<file path="src/sv/jadz_pkg.sv">
// ----------------------------------------------------------------------------
// jadz_pkg - shared definitions for the joystick auto-calibration core
// Widths, reset values, register indexes, controller states and the
// command/status bundles passed between controller and datapath.
// ----------------------------------------------------------------------------
`default_nettype none

package jadz_pkg;

	// ADC and derived widths
	localparam int ADC_BITS = 10;
	localparam int CW       = ADC_BITS + 1;      // centred sample, signed
	localparam int CFG_W    = 7;                 // configuration register width
	localparam int POS_W    = 8;                 // position output, signed
	localparam int SPAN_W   = CFG_W + 1;         // range + dead zone
	localparam int QUO_W    = SPAN_W + 1;        // quotient, at most 2*span
	localparam int NUM_W    = ADC_BITS + QUO_W;  // scaled numerator
	localparam int V_W      = QUO_W + 1;         // signed mapped value
	localparam int STEP_W   = $clog2(QUO_W);     // divide step counter

	// Mid-scale and calibration extent reset values
	localparam logic signed [CW-1:0] MID         = CW'(1 << (ADC_BITS - 1));
	localparam logic signed [CW-1:0] LOW_RESET   = CW'(-200);
	localparam logic signed [CW-1:0] HIGH_RESET  = CW'(200);

	// Configuration reset values
	localparam logic [CFG_W-1:0] DEAD_ZONE_RESET    = CFG_W'(64);
	localparam logic [CFG_W-1:0] OUTPUT_RANGE_RESET = CFG_W'(127);

	// Configuration register indexes
	typedef enum logic [0:0] {
		CFG_DEAD_ZONE    = 1'b0,
		CFG_OUTPUT_RANGE = 1'b1
	} cfg_index_t;

	// Controller states, one-hot
	typedef enum logic [4:0] {
		S_IDLE = 5'b00001,
		S_EXT  = 5'b00010,
		S_MUL  = 5'b00100,
		S_DIV  = 5'b01000,
		S_POST = 5'b10000
	} state_t;

	// Controller to datapath commands
	typedef struct packed {
		logic capture;   // latch input transaction
		logic extend;    // widen calibration extents
		logic multiply;  // form numerator and divisor
		logic step;      // one restoring divide step
		logic emit;      // load output register
	} jadz_cmd_t;

	// Datapath to controller status
	typedef struct packed {
		logic out_free;  // output register can take a result this cycle
	} jadz_stat_t;

endpackage

`default_nettype wire

</file>
<file path="src/sv/jadz_axis.sv">
// ----------------------------------------------------------------------------
// jadz_axis - one axis of the conditioning datapath
// Centres the sample, tracks calibration extents, scales by a 10x9 multiply
// and a bit-serial restoring divide, then strips the dead zone.
// ----------------------------------------------------------------------------
`default_nettype none

module jadz_axis
	import jadz_pkg::*;
(
	input  wire logic                    clk,
	input  wire logic                    arst_n,
	input  wire jadz_cmd_t               cmd,
	input  wire logic [ADC_BITS-1:0]     sample,
	input  wire logic [CFG_W-1:0]        dead_zone,
	input  wire logic [CFG_W-1:0]        output_range,
	output logic signed [POS_W-1:0]      position
);

	logic signed [CW-1:0]     c_q;
	logic signed [CW-1:0]     low_q;
	logic signed [CW-1:0]     high_q;
	logic [ADC_BITS-1:0]      den_q;
	logic [ADC_BITS-1:0]      rem_q;
	logic [QUO_W-1:0]         quo_q;

	logic [SPAN_W-1:0]        span;
	logic [QUO_W-1:0]         twice_span;
	logic signed [CW-1:0]     diff;
	logic signed [CW-1:0]     width;
	logic [NUM_W-1:0]         prod;
	logic [ADC_BITS:0]        rem_sh;
	logic [ADC_BITS:0]        rem_sub;
	logic                     q_bit;
	logic signed [V_W-1:0]    quo_s;
	logic signed [V_W-1:0]    span_s;
	logic signed [V_W-1:0]    dz_s;
	logic signed [V_W-1:0]    v;
	logic signed [V_W-1:0]    pos_w;

	// Scale factor from configuration
	assign span       = SPAN_W'(output_range) + SPAN_W'(dead_zone);
	assign twice_span = {span, 1'b0};

	// Offset into the calibrated window and its width (both non-negative)
	assign diff  = c_q - low_q;
	assign width = high_q - low_q;
	assign prod  = NUM_W'(diff[ADC_BITS-1:0]) * NUM_W'(twice_span);

	// Restoring divide step: quotient bits shift in behind the numerator bits
	assign rem_sh  = {rem_q, quo_q[QUO_W-1]};
	assign rem_sub = rem_sh - {1'b0, den_q};
	assign q_bit   = (rem_sh >= {1'b0, den_q});

	// Capture the centred sample
	always_ff @(posedge clk) begin
		if (cmd.capture) begin
			c_q <= MID - $signed({1'b0, sample});
		end
	end

	// Widen the calibration extents
	always_ff @(posedge clk or negedge arst_n) begin
		if (!arst_n) begin
			low_q  <= LOW_RESET;
			high_q <= HIGH_RESET;
		end else if (cmd.extend) begin
			if (c_q > high_q) begin
				high_q <= c_q;
			end
			if (c_q < low_q) begin
				low_q <= c_q;
			end
		end
	end

	// Load numerator and divisor, then iterate the divider.
	// The quotient never exceeds 2*span, so the upper numerator bits are
	// already below the divisor and start as the partial remainder.
	always_ff @(posedge clk) begin
		if (cmd.multiply) begin
			den_q <= width[ADC_BITS-1:0];
			rem_q <= prod[NUM_W-1:QUO_W];
			quo_q <= prod[QUO_W-1:0];
		end else if (cmd.step) begin
			rem_q <= q_bit ? rem_sub[ADC_BITS-1:0] : rem_sh[ADC_BITS-1:0];
			quo_q <= {quo_q[QUO_W-2:0], q_bit};
		end
	end

	// Re-centre and remove the dead zone without a step
	assign quo_s  = V_W'(quo_q);
	assign span_s = V_W'(span);
	assign dz_s   = V_W'(dead_zone);
	assign v      = quo_s - span_s;

	always_comb begin
		if (v > dz_s) begin
			pos_w = v - dz_s;
		end else if (v < -dz_s) begin
			pos_w = v + dz_s;
		end else begin
			pos_w = '0;
		end
	end

	assign position = POS_W'(pos_w);

endmodule

`default_nettype wire

</file>
<file path="src/sv/jadz_dp.sv">
// ----------------------------------------------------------------------------
// jadz_dp - datapath of the joystick auto-calibration core
// Holds configuration, both axis units, the button flags and the output
// register that decouples the result from the next input transaction.
// ----------------------------------------------------------------------------
`default_nettype none

module jadz_dp
	import jadz_pkg::*;
(
	input  wire logic                    clk,
	input  wire logic                    arst_n,
	input  wire jadz_cmd_t               cmd,
	output jadz_stat_t                   stat,
	input  wire logic                    cfg_write,
	input  wire cfg_index_t              cfg_sel,
	input  wire logic [CFG_W-1:0]        cfg_value,
	input  wire logic [ADC_BITS-1:0]     x_sample,
	input  wire logic [ADC_BITS-1:0]     y_sample,
	input  wire logic                    button_a_level,
	input  wire logic                    button_b_level,
	output logic                         out_valid,
	input  wire logic                    out_ready,
	output logic signed [POS_W-1:0]      x_position,
	output logic signed [POS_W-1:0]      y_position,
	output logic                         button_a_pressed,
	output logic                         button_b_pressed
);

	logic [CFG_W-1:0]          dead_zone_q;
	logic [CFG_W-1:0]          output_range_q;
	logic                      btn_a_q;
	logic                      btn_b_q;
	logic                      out_valid_q;
	logic signed [POS_W-1:0]   x_pos_q;
	logic signed [POS_W-1:0]   y_pos_q;
	logic                      btn_a_out_q;
	logic                      btn_b_out_q;
	logic signed [POS_W-1:0]   x_pos_w;
	logic signed [POS_W-1:0]   y_pos_w;

	// Configuration registers
	always_ff @(posedge clk or negedge arst_n) begin
		if (!arst_n) begin
			dead_zone_q    <= DEAD_ZONE_RESET;
			output_range_q <= OUTPUT_RANGE_RESET;
		end else if (cfg_write) begin
			case (cfg_sel)
				CFG_DEAD_ZONE:    dead_zone_q    <= cfg_value;
				CFG_OUTPUT_RANGE: output_range_q <= cfg_value;
				default:          ;
			endcase
		end
	end

	// Axis units
	jadz_axis u_axis_x (
		.clk          (clk),
		.arst_n       (arst_n),
		.cmd          (cmd),
		.sample       (x_sample),
		.dead_zone    (dead_zone_q),
		.output_range (output_range_q),
		.position     (x_pos_w)
	);

	jadz_axis u_axis_y (
		.clk          (clk),
		.arst_n       (arst_n),
		.cmd          (cmd),
		.sample       (y_sample),
		.dead_zone    (dead_zone_q),
		.output_range (output_range_q),
		.position     (y_pos_w)
	);

	// Capture button levels as pressed flags
	always_ff @(posedge clk) begin
		if (cmd.capture) begin
			btn_a_q <= ~button_a_level;
			btn_b_q <= ~button_b_level;
		end
	end

	// Output register: load on emit, drop when the transaction completes
	always_ff @(posedge clk or negedge arst_n) begin
		if (!arst_n) begin
			out_valid_q <= 1'b0;
		end else if (cmd.emit) begin
			out_valid_q <= 1'b1;
		end else if (out_ready) begin
			out_valid_q <= 1'b0;
		end
	end

	always_ff @(posedge clk) begin
		if (cmd.emit) begin
			x_pos_q     <= x_pos_w;
			y_pos_q     <= y_pos_w;
			btn_a_out_q <= btn_a_q;
			btn_b_out_q <= btn_b_q;
		end
	end

	assign stat.out_free    = !out_valid_q || out_ready;
	assign out_valid        = out_valid_q;
	assign x_position       = x_pos_q;
	assign y_position       = y_pos_q;
	assign button_a_pressed = btn_a_out_q;
	assign button_b_pressed = btn_b_out_q;

endmodule

`default_nettype wire

</file>
<file path="src/sv/jadz_ctrl.sv">
// ----------------------------------------------------------------------------
// jadz_ctrl - controller of the joystick auto-calibration core
// Sequences capture, extent update, multiply, the divide steps and the
// hand-off of the result into the output register.
// ----------------------------------------------------------------------------
`default_nettype none

module jadz_ctrl
	import jadz_pkg::*;
(
	input  wire logic          clk,
	input  wire logic          arst_n,
	input  wire logic          in_valid,
	output logic               in_ready,
	input  wire jadz_stat_t    stat,
	output jadz_cmd_t          cmd
);

	state_t              state_q;
	state_t              state_nx;
	logic [STEP_W-1:0]   step_q;

	// Next state and commands
	always_comb begin
		state_nx = state_q;
		cmd      = '0;
		in_ready = 1'b0;
		case (state_q)
			S_IDLE: begin
				in_ready    = 1'b1;
				cmd.capture = in_valid;
				if (in_valid) begin
					state_nx = S_EXT;
				end
			end
			S_EXT: begin
				cmd.extend = 1'b1;
				state_nx   = S_MUL;
			end
			S_MUL: begin
				cmd.multiply = 1'b1;
				state_nx     = S_DIV;
			end
			S_DIV: begin
				cmd.step = 1'b1;
				if (step_q == '0) begin
					state_nx = S_POST;
				end
			end
			S_POST: begin
				cmd.emit = stat.out_free;
				if (stat.out_free) begin
					state_nx = S_IDLE;
				end
			end
			default: begin
				state_nx = S_IDLE;
			end
		endcase
	end

	// State register
	always_ff @(posedge clk or negedge arst_n) begin
		if (!arst_n) begin
			state_q <= S_IDLE;
		end else begin
			state_q <= state_nx;
		end
	end

	// Divide step counter: load on multiply, count down while dividing
	always_ff @(posedge clk or negedge arst_n) begin
		if (!arst_n) begin
			step_q <= '0;
		end else if (cmd.multiply) begin
			step_q <= STEP_W'(QUO_W - 1);
		end else if (cmd.step && step_q != '0) begin
			step_q <= step_q - 1'b1;
		end
	end

endmodule

`default_nettype wire

</file>
<file path="src/sv/joystick_autocal_deadzone_core.sv">
// ----------------------------------------------------------------------------
// joystick_autocal_deadzone_core - self-calibrating two-axis stick conditioner
//
// Input channel (in_valid/in_ready) carries one transaction of two ADC samples
// and two active-low button levels. Output channel (out_valid/out_ready)
// returns one transaction per input: signed positions within +/- output_range
// with the dead zone removed, and active-high button flags.
// Configuration channel (cfg_valid/cfg_ready) is always ready; cfg_index
// selects dead_zone (0) or output_range (1). Write it only while idle.
//
// After the input transaction the core runs the extent update, the multiply,
// 9 restoring divide steps and dead-zone removal, in that order. Both axes
// run side by side; the 9-step divider sets the pace, and a new transaction
// is taken only after the previous result has entered the output register.
// If the receiver stalls, the finished result waits in the output register
// while the next input is accepted and processed; that item then holds in
// the final stage until the output register frees up.
// Reset: extents return to -200/+200, dead_zone to 64, output_range to 127,
// and the output channel empties.
// ----------------------------------------------------------------------------
`default_nettype none

module joystick_autocal_deadzone_core
	import jadz_pkg::*;
(
	input  wire logic                    clk,
	input  wire logic                    arst_n,
	input  wire logic                    in_valid,
	output logic                         in_ready,
	input  wire logic [ADC_BITS-1:0]     x_sample,
	input  wire logic [ADC_BITS-1:0]     y_sample,
	input  wire logic                    button_a_level,
	input  wire logic                    button_b_level,
	output logic                         out_valid,
	input  wire logic                    out_ready,
	output logic signed [POS_W-1:0]      x_position,
	output logic signed [POS_W-1:0]      y_position,
	output logic                         button_a_pressed,
	output logic                         button_b_pressed,
	input  wire logic                    cfg_valid,
	output logic                         cfg_ready,
	input  wire logic [0:0]              cfg_index,
	input  wire logic [CFG_W-1:0]        cfg_data
);

	jadz_cmd_t   cmd;
	jadz_stat_t  stat;

	assign cfg_ready = 1'b1;

	jadz_ctrl u_ctrl (
		.clk      (clk),
		.arst_n   (arst_n),
		.in_valid (in_valid),
		.in_ready (in_ready),
		.stat     (stat),
		.cmd      (cmd)
	);

	jadz_dp u_dp (
		.clk              (clk),
		.arst_n           (arst_n),
		.cmd              (cmd),
		.stat             (stat),
		.cfg_write        (cfg_valid && cfg_ready),
		.cfg_sel          (cfg_index_t'(cfg_index)),
		.cfg_value        (cfg_data),
		.x_sample         (x_sample),
		.y_sample         (y_sample),
		.button_a_level   (button_a_level),
		.button_b_level   (button_b_level),
		.out_valid        (out_valid),
		.out_ready        (out_ready),
		.x_position       (x_position),
		.y_position       (y_position),
		.button_a_pressed (button_a_pressed),
		.button_b_pressed (button_b_pressed)
	);

endmodule

`default_nettype wire

</file>
<file path="config.mk">
export PLATFORM = sky130hd
export DESIGN_NAME = joystick_autocal_deadzone_core
export DESIGN_NICKNAME = d
export VERILOG_FILES = /design/src/sv/jadz_pkg.sv /design/src/sv/jadz_axis.sv /design/src/sv/jadz_dp.sv /design/src/sv/jadz_ctrl.sv /design/src/sv/joystick_autocal_deadzone_core.sv
export SDC_FILE = /design/constraint.sdc
export NUM_CORES = 1
export LEC_CHECK = 0
export BUFFER_PORTS_ARGS = -buffer_cell sky130_fd_sc_hd__buf_2
export CAP_MARGIN = 10
export CORE_UTILIZATION = 45
export CTS_BUF_LIST = sky130_fd_sc_hd__clkbuf_16
export CTS_CLUSTER_SIZE = 20
export DETAILED_ROUTE_END_ITERATION = 10
export PLACE_DENSITY = 0.68
export SLEW_MARGIN = 15
export SYNTH_ARGS = -nofsm -noshare
export SYNTH_HDL_FRONTEND = slang
export SYNTH_SLANG_ARGS = --single-unit
</file>
<file path="constraint.sdc">
create_clock -name clk -period 21 [get_ports clk]
set_input_delay 2.1 -clock clk [delete_from_list [all_inputs] [get_ports clk]]
set_output_delay 2.1 -clock clk [all_outputs]
set_load 0.02 [all_outputs]
</file>
==> results <==
- The vias per cell is 5.39.
- At the end of the flow, the number of nets in the layout was 2,256.
- Among the stages of the critical path, the cell type that occurs most often is sky130_fd_sc_hd__fa_1.
- Along the worst path, the maximum fanout reaches 22.
- The layout has 3,527 filler cells.
- Of the total synthesized cell area, the portion taken by full adders, half adders and majority gates is 29.7%.
- The synthesized area divided by synthesized cell count is 9.42 sq um.
- In the final routed layout, each cell accounts on average for 15.9 um.
- Among cell families on the critical path, the largest total delay comes from adder cells.
- Setup repair after global routing left no endpoint under its margin.
- The final HPWL from detailed placement is 29,700 um.
- The count of routing violations after the opening detailed-route iteration is 527.
- The number of rows in the core area is 71.
- Summing the areas of all compound-gate instances in the mapped netlist gives 13.0% of the synthesized area.
- The number of antenna diodes in the final layout is 0.
- The number of nets still failing antenna checks after routing is 0.
- The post-synth net total is 2,208.
- Clock tree synthesis selected as its root buffer the cell sky130_fd_sc_hd__clkbuf_16.
- The final critical path takes up 35.4% of the cycle.
- Summing every instance area after synthesis gives 17,200 sq um.
- For this design, the slowest cell found on the critical path is sky130_fd_sc_hd__o41ai_1.
- The number of DRC violations after detailed routing is 0.
- The first-pass GRT wire length is 64,900 um.
- The total of max-cap violations is 0.
- For the worst flop-to-flop path, the logic depth is 25.
- Static timing analysis puts the maximum clock frequency at 0.135 GHz.
- The hold buffer count at CTS is 0.
- The slew at the pin closest to its max-slew limit is 995 ps.
- The proportion of register bits with asynchronous set or reset after synthesis is 40.5%.
- The min-delay analysis places its worst path in the category reg -> reg.
- The number of standard cells after synthesis is 1,830.
- The die width is 198 um.
- The buffer and inverter count on the worst path is 4.
- The floorplan step defined a core boundary enclosing 37,700 sq um.
- The instance count along the most critical hold path is 0.
- The endpoint identified for the worst register-to-register timing path is u_dp.u_axis_x.rem_q[8].
- The data required time of the worst path is 21,190 ps.
- The end point of the worst hold path is u_dp.button_a_pressed.
- Pin placement for this block handled 56 I/O pins.
- The insertion delay to the later sink of the worst-skew pair is 460 ps.
- Of the total synthesized cell area, the portion taken by XOR and XNOR cells is 5.39%.
- Cells with a size suffix above 1 make up 11.6% of the layout.
- The final count of hold timing violations is 0.
- The final worst clock skew is 20.2 ps.
- Entering global routing, the biggest net connects 69 pins.
- The initial core utilization is 45.7%.
- The clock passes through at most 2 buffers.
- The flow ran to the end, and the final reports show no timing, DRC or antenna violations.
- The most used flip-flop cell after synthesis is sky130_fd_sc_hd__edfxtp_1.
- TritonCTS created 17 clock buffers.
- The clock tree from TritonCTS is yes.
- From synthesis to final layout, the design area changed by 8.66%.
- After synthesis, the share of cell area in mux cells is 4.47%.
- The final max-slew violation count is 0.
- The pre-antenna-repair detailed-routing pass consisted of 5 iterations.
- The number of buffers inserted to repair setup after CTS is 0.
- The sum of negative setup slack is 0 ps.
- The H-tree depth is 4.
- The clock net in this run drives a total of 168 sinks.
- At the worst endpoint, the arrival time is 7630 ps.
- Sequential cells were found to cover 27.4% of the synthesized design area.
- The global placement routability congestion is 0.895.
- The worst pin sits at a relative slew slack of 33.2%.
- Setup violations remaining at the end of the flow were counted as 0.
- The die covers 39,100 sq um.
- Setup slack on the worst reg-to-reg path comes out at 13,570 ps.
- The final layout contains routed wiring with a total length of 38,200 um.
- On the worst path, the slowest cell contributes a delay of 560 ps.
- Post-CTS repair changed the size of 0 cells.
- The clock slew seen by the registers of the worst setup and hold paths is 70 ps.
- The number of enable flip-flop cells after synthesis is 98.
- Summing the areas of all and, or, nand and nor instances in the mapped netlist gives 13.2% of the synthesized area.
- The number of different library cells used by synthesis comes to 72.
- During synthesis, Yosys emitted a total of 0 warnings.
- The via count of the first global-routing pass is 13,500.
- The worst hold path begins at u_dp.btn_a_q.
- After synthesis the netlist holds a flip-flop and latch count of 168.
- The number of antenna violations at the first check in global routing is 0.
- The critical register-to-register path startpoint is u_dp.dead_zone_q[0].
- The critical path is of the reg -> reg type.
- The routed layout has 12,900 vias.
- STA classifies the critical path endpoint as a register.
- Measured along the y axis, the die boundary spans 198 um.
- By area, the combinational part of the netlist is dominated by adder cells.
- The total routing resource utilization after global routing is 20.9%.
- After layout, the minimum clock period comes to 7430 ps.
- The total overflow reported by the global router is 0.
- STA classifies the critical path startpoint as a register.
- The number of buffers added on ports is 54.
## sequential cells by signal, indices dropped and copies added (netlist names), 10 cells and up
register              flops
u_dp.u_axis_y.c_q        11
u_dp.u_axis_y.low_q      11
u_dp.u_axis_y.den_q      10
u_dp.u_axis_x.den_q      10
u_dp.u_axis_x.rem_q      10
u_dp.u_axis_x.low_q      11
u_dp.u_axis_y.high_q     11
u_dp.u_axis_y.rem_q      10
u_dp.u_axis_x.c_q        11
u_dp.u_axis_x.high_q     11
## layout make-up
cell class / instances / area (sq um) / area share, %
sequential: 168 / 4720 / 25.2
clock buffer: 18 / 450 / 2.41
clock inverter: 14 / 126 / 0.675
tap: 511 / 639 / 3.42
timing repair buffer: 71 / 405 / 2.17
multi-input combinational: 1348 / 11400 / 60.7
inverter: 272 / 1020 / 5.45
## kinds of logic (layout without fill, tap and decap cells)
| group | Yosys count | in the layout |
|---|---|---|
| buffers and inverters | 314 | 375 |
| other | 1 | 1 |
| DFF | 168 | 168 |
| xor gates and xnor gates | 106 | 106 |
| adders and majority gates | 343 | 343 |
| and+or+nand+nor | 483 | 483 |
| muxes | 71 | 71 |
| AOI/OAI and AO/OA | 344 | 344 |
## worst max path at each step
stage / endpoint / from / slack (ps) / cells past startpoint
after CTS: u_dp.u_axis_x.rem_q[8] / u_dp.dead_zone_q[0] / 13610 / 25
after floorplan: u_dp.u_axis_x.rem_q[8] / u_dp.dead_zone_q[0] / 14280 / 25
after global routing: u_dp.u_axis_x.rem_q[8] / u_dp.dead_zone_q[0] / 13180 / 25
final: u_dp.u_axis_x.rem_q[8] / u_dp.dead_zone_q[0] / 13570 / 25
after global placement: u_dp.u_axis_x.rem_q[8] / u_dp.dead_zone_q[0] / 13740 / 25
after detailed placement: u_dp.u_axis_x.rem_q[8] / u_dp.dead_zone_q[0] / 13640 / 25
## placed cells by master (no fill, tap or decap), types with 21 or more instances in the layout
cell / synthesis / final
sky130_fd_sc_hd__xnor2_1: 73 / 69
sky130_fd_sc_hd__mux2_2: 48 / 48
sky130_fd_sc_hd__o21bai_1: 21 / 21
sky130_fd_sc_hd__dfstp_2: 27 / 27
sky130_fd_sc_hd__nand3_1: 24 / 24
sky130_fd_sc_hd__fa_1: 109 / 109
sky130_fd_sc_hd__a21o_1: 33 / 33
sky130_fd_sc_hd__a21oi_1: 92 / 90
sky130_fd_sc_hd__xor2_1: 33 / 33
sky130_fd_sc_hd__ha_1: 234 / 234
sky130_fd_sc_hd__dfrtp_1: 41 / 41
sky130_fd_sc_hd__o21a_1: 22 / 22
sky130_fd_sc_hd__o21ai_0: 75 / 75
sky130_fd_sc_hd__buf_2: 3 / 54
sky130_fd_sc_hd__nand2b_1: 23 / 23
sky130_fd_sc_hd__edfxtp_1: 98 / 98
sky130_fd_sc_hd__or2_2: 29 / 29
sky130_fd_sc_hd__nor3_1: 38 / 38
sky130_fd_sc_hd__inv_1: 270 / 271
sky130_fd_sc_hd__nor2_1: 208 / 208
sky130_fd_sc_hd__nand2_1: 72 / 72
sky130_fd_sc_hd__nor2b_1: 32 / 32
sky130_fd_sc_hd__mux2i_1: 23 / 23
## layer usage
metal / track usage (%) / share of wire [%] / vias to the layer above
met3: 3.62 / 4.4 / 42
met4: 6.46 / 2.0 / 0
li1: - / - / 6327
met5: 0 / 0 / -
met2: 37.4 / 50 / 280
met1: 25.3 / 43 / 6294
## cells in the mapped netlist (32+ instances only)
cell type | number | area share, %
sky130_fd_sc_hd__a21o_1 | 33 | 1.4
sky130_fd_sc_hd__a21oi_1 | 92 | 2.7
sky130_fd_sc_hd__clkbuf_1 | 33 | 0.72
sky130_fd_sc_hd__dfrtp_1 | 41 | 6.0
sky130_fd_sc_hd__edfxtp_1 | 98 | 17
sky130_fd_sc_hd__fa_1 | 109 | 13
sky130_fd_sc_hd__ha_1 | 234 | 17
sky130_fd_sc_hd__inv_1 | 270 | 5.9
sky130_fd_sc_hd__mux2_2 | 48 | 3.1
sky130_fd_sc_hd__nand2_1 | 72 | 1.6
sky130_fd_sc_hd__nor2_1 | 208 | 4.5
sky130_fd_sc_hd__nor2b_1 | 32 | 1.2
sky130_fd_sc_hd__nor3_1 | 38 | 1.1
sky130_fd_sc_hd__o21ai_0 | 75 | 2.2
sky130_fd_sc_hd__xnor2_1 | 73 | 3.7
sky130_fd_sc_hd__xor2_1 | 33 | 1.7
## per-stage QoR
stage	worst slack [ps]	instances	utilization (%)	instance area, sq um	hold WS [ps]
finish	13570	2402	49.7	18700	424
global route	13180	2402	49.7	18700	426
CTS	13610	2401	49.7	18700	426
detailed placement	13640	2369	48.1	18100	408
global placement	13740	2369	48.1	18100	402
floorplan	14280	1830	-	17200	400
Power is not shown: default switching activity piles up to over one toggle a cycle in this logic, so the estimate is an artifact.
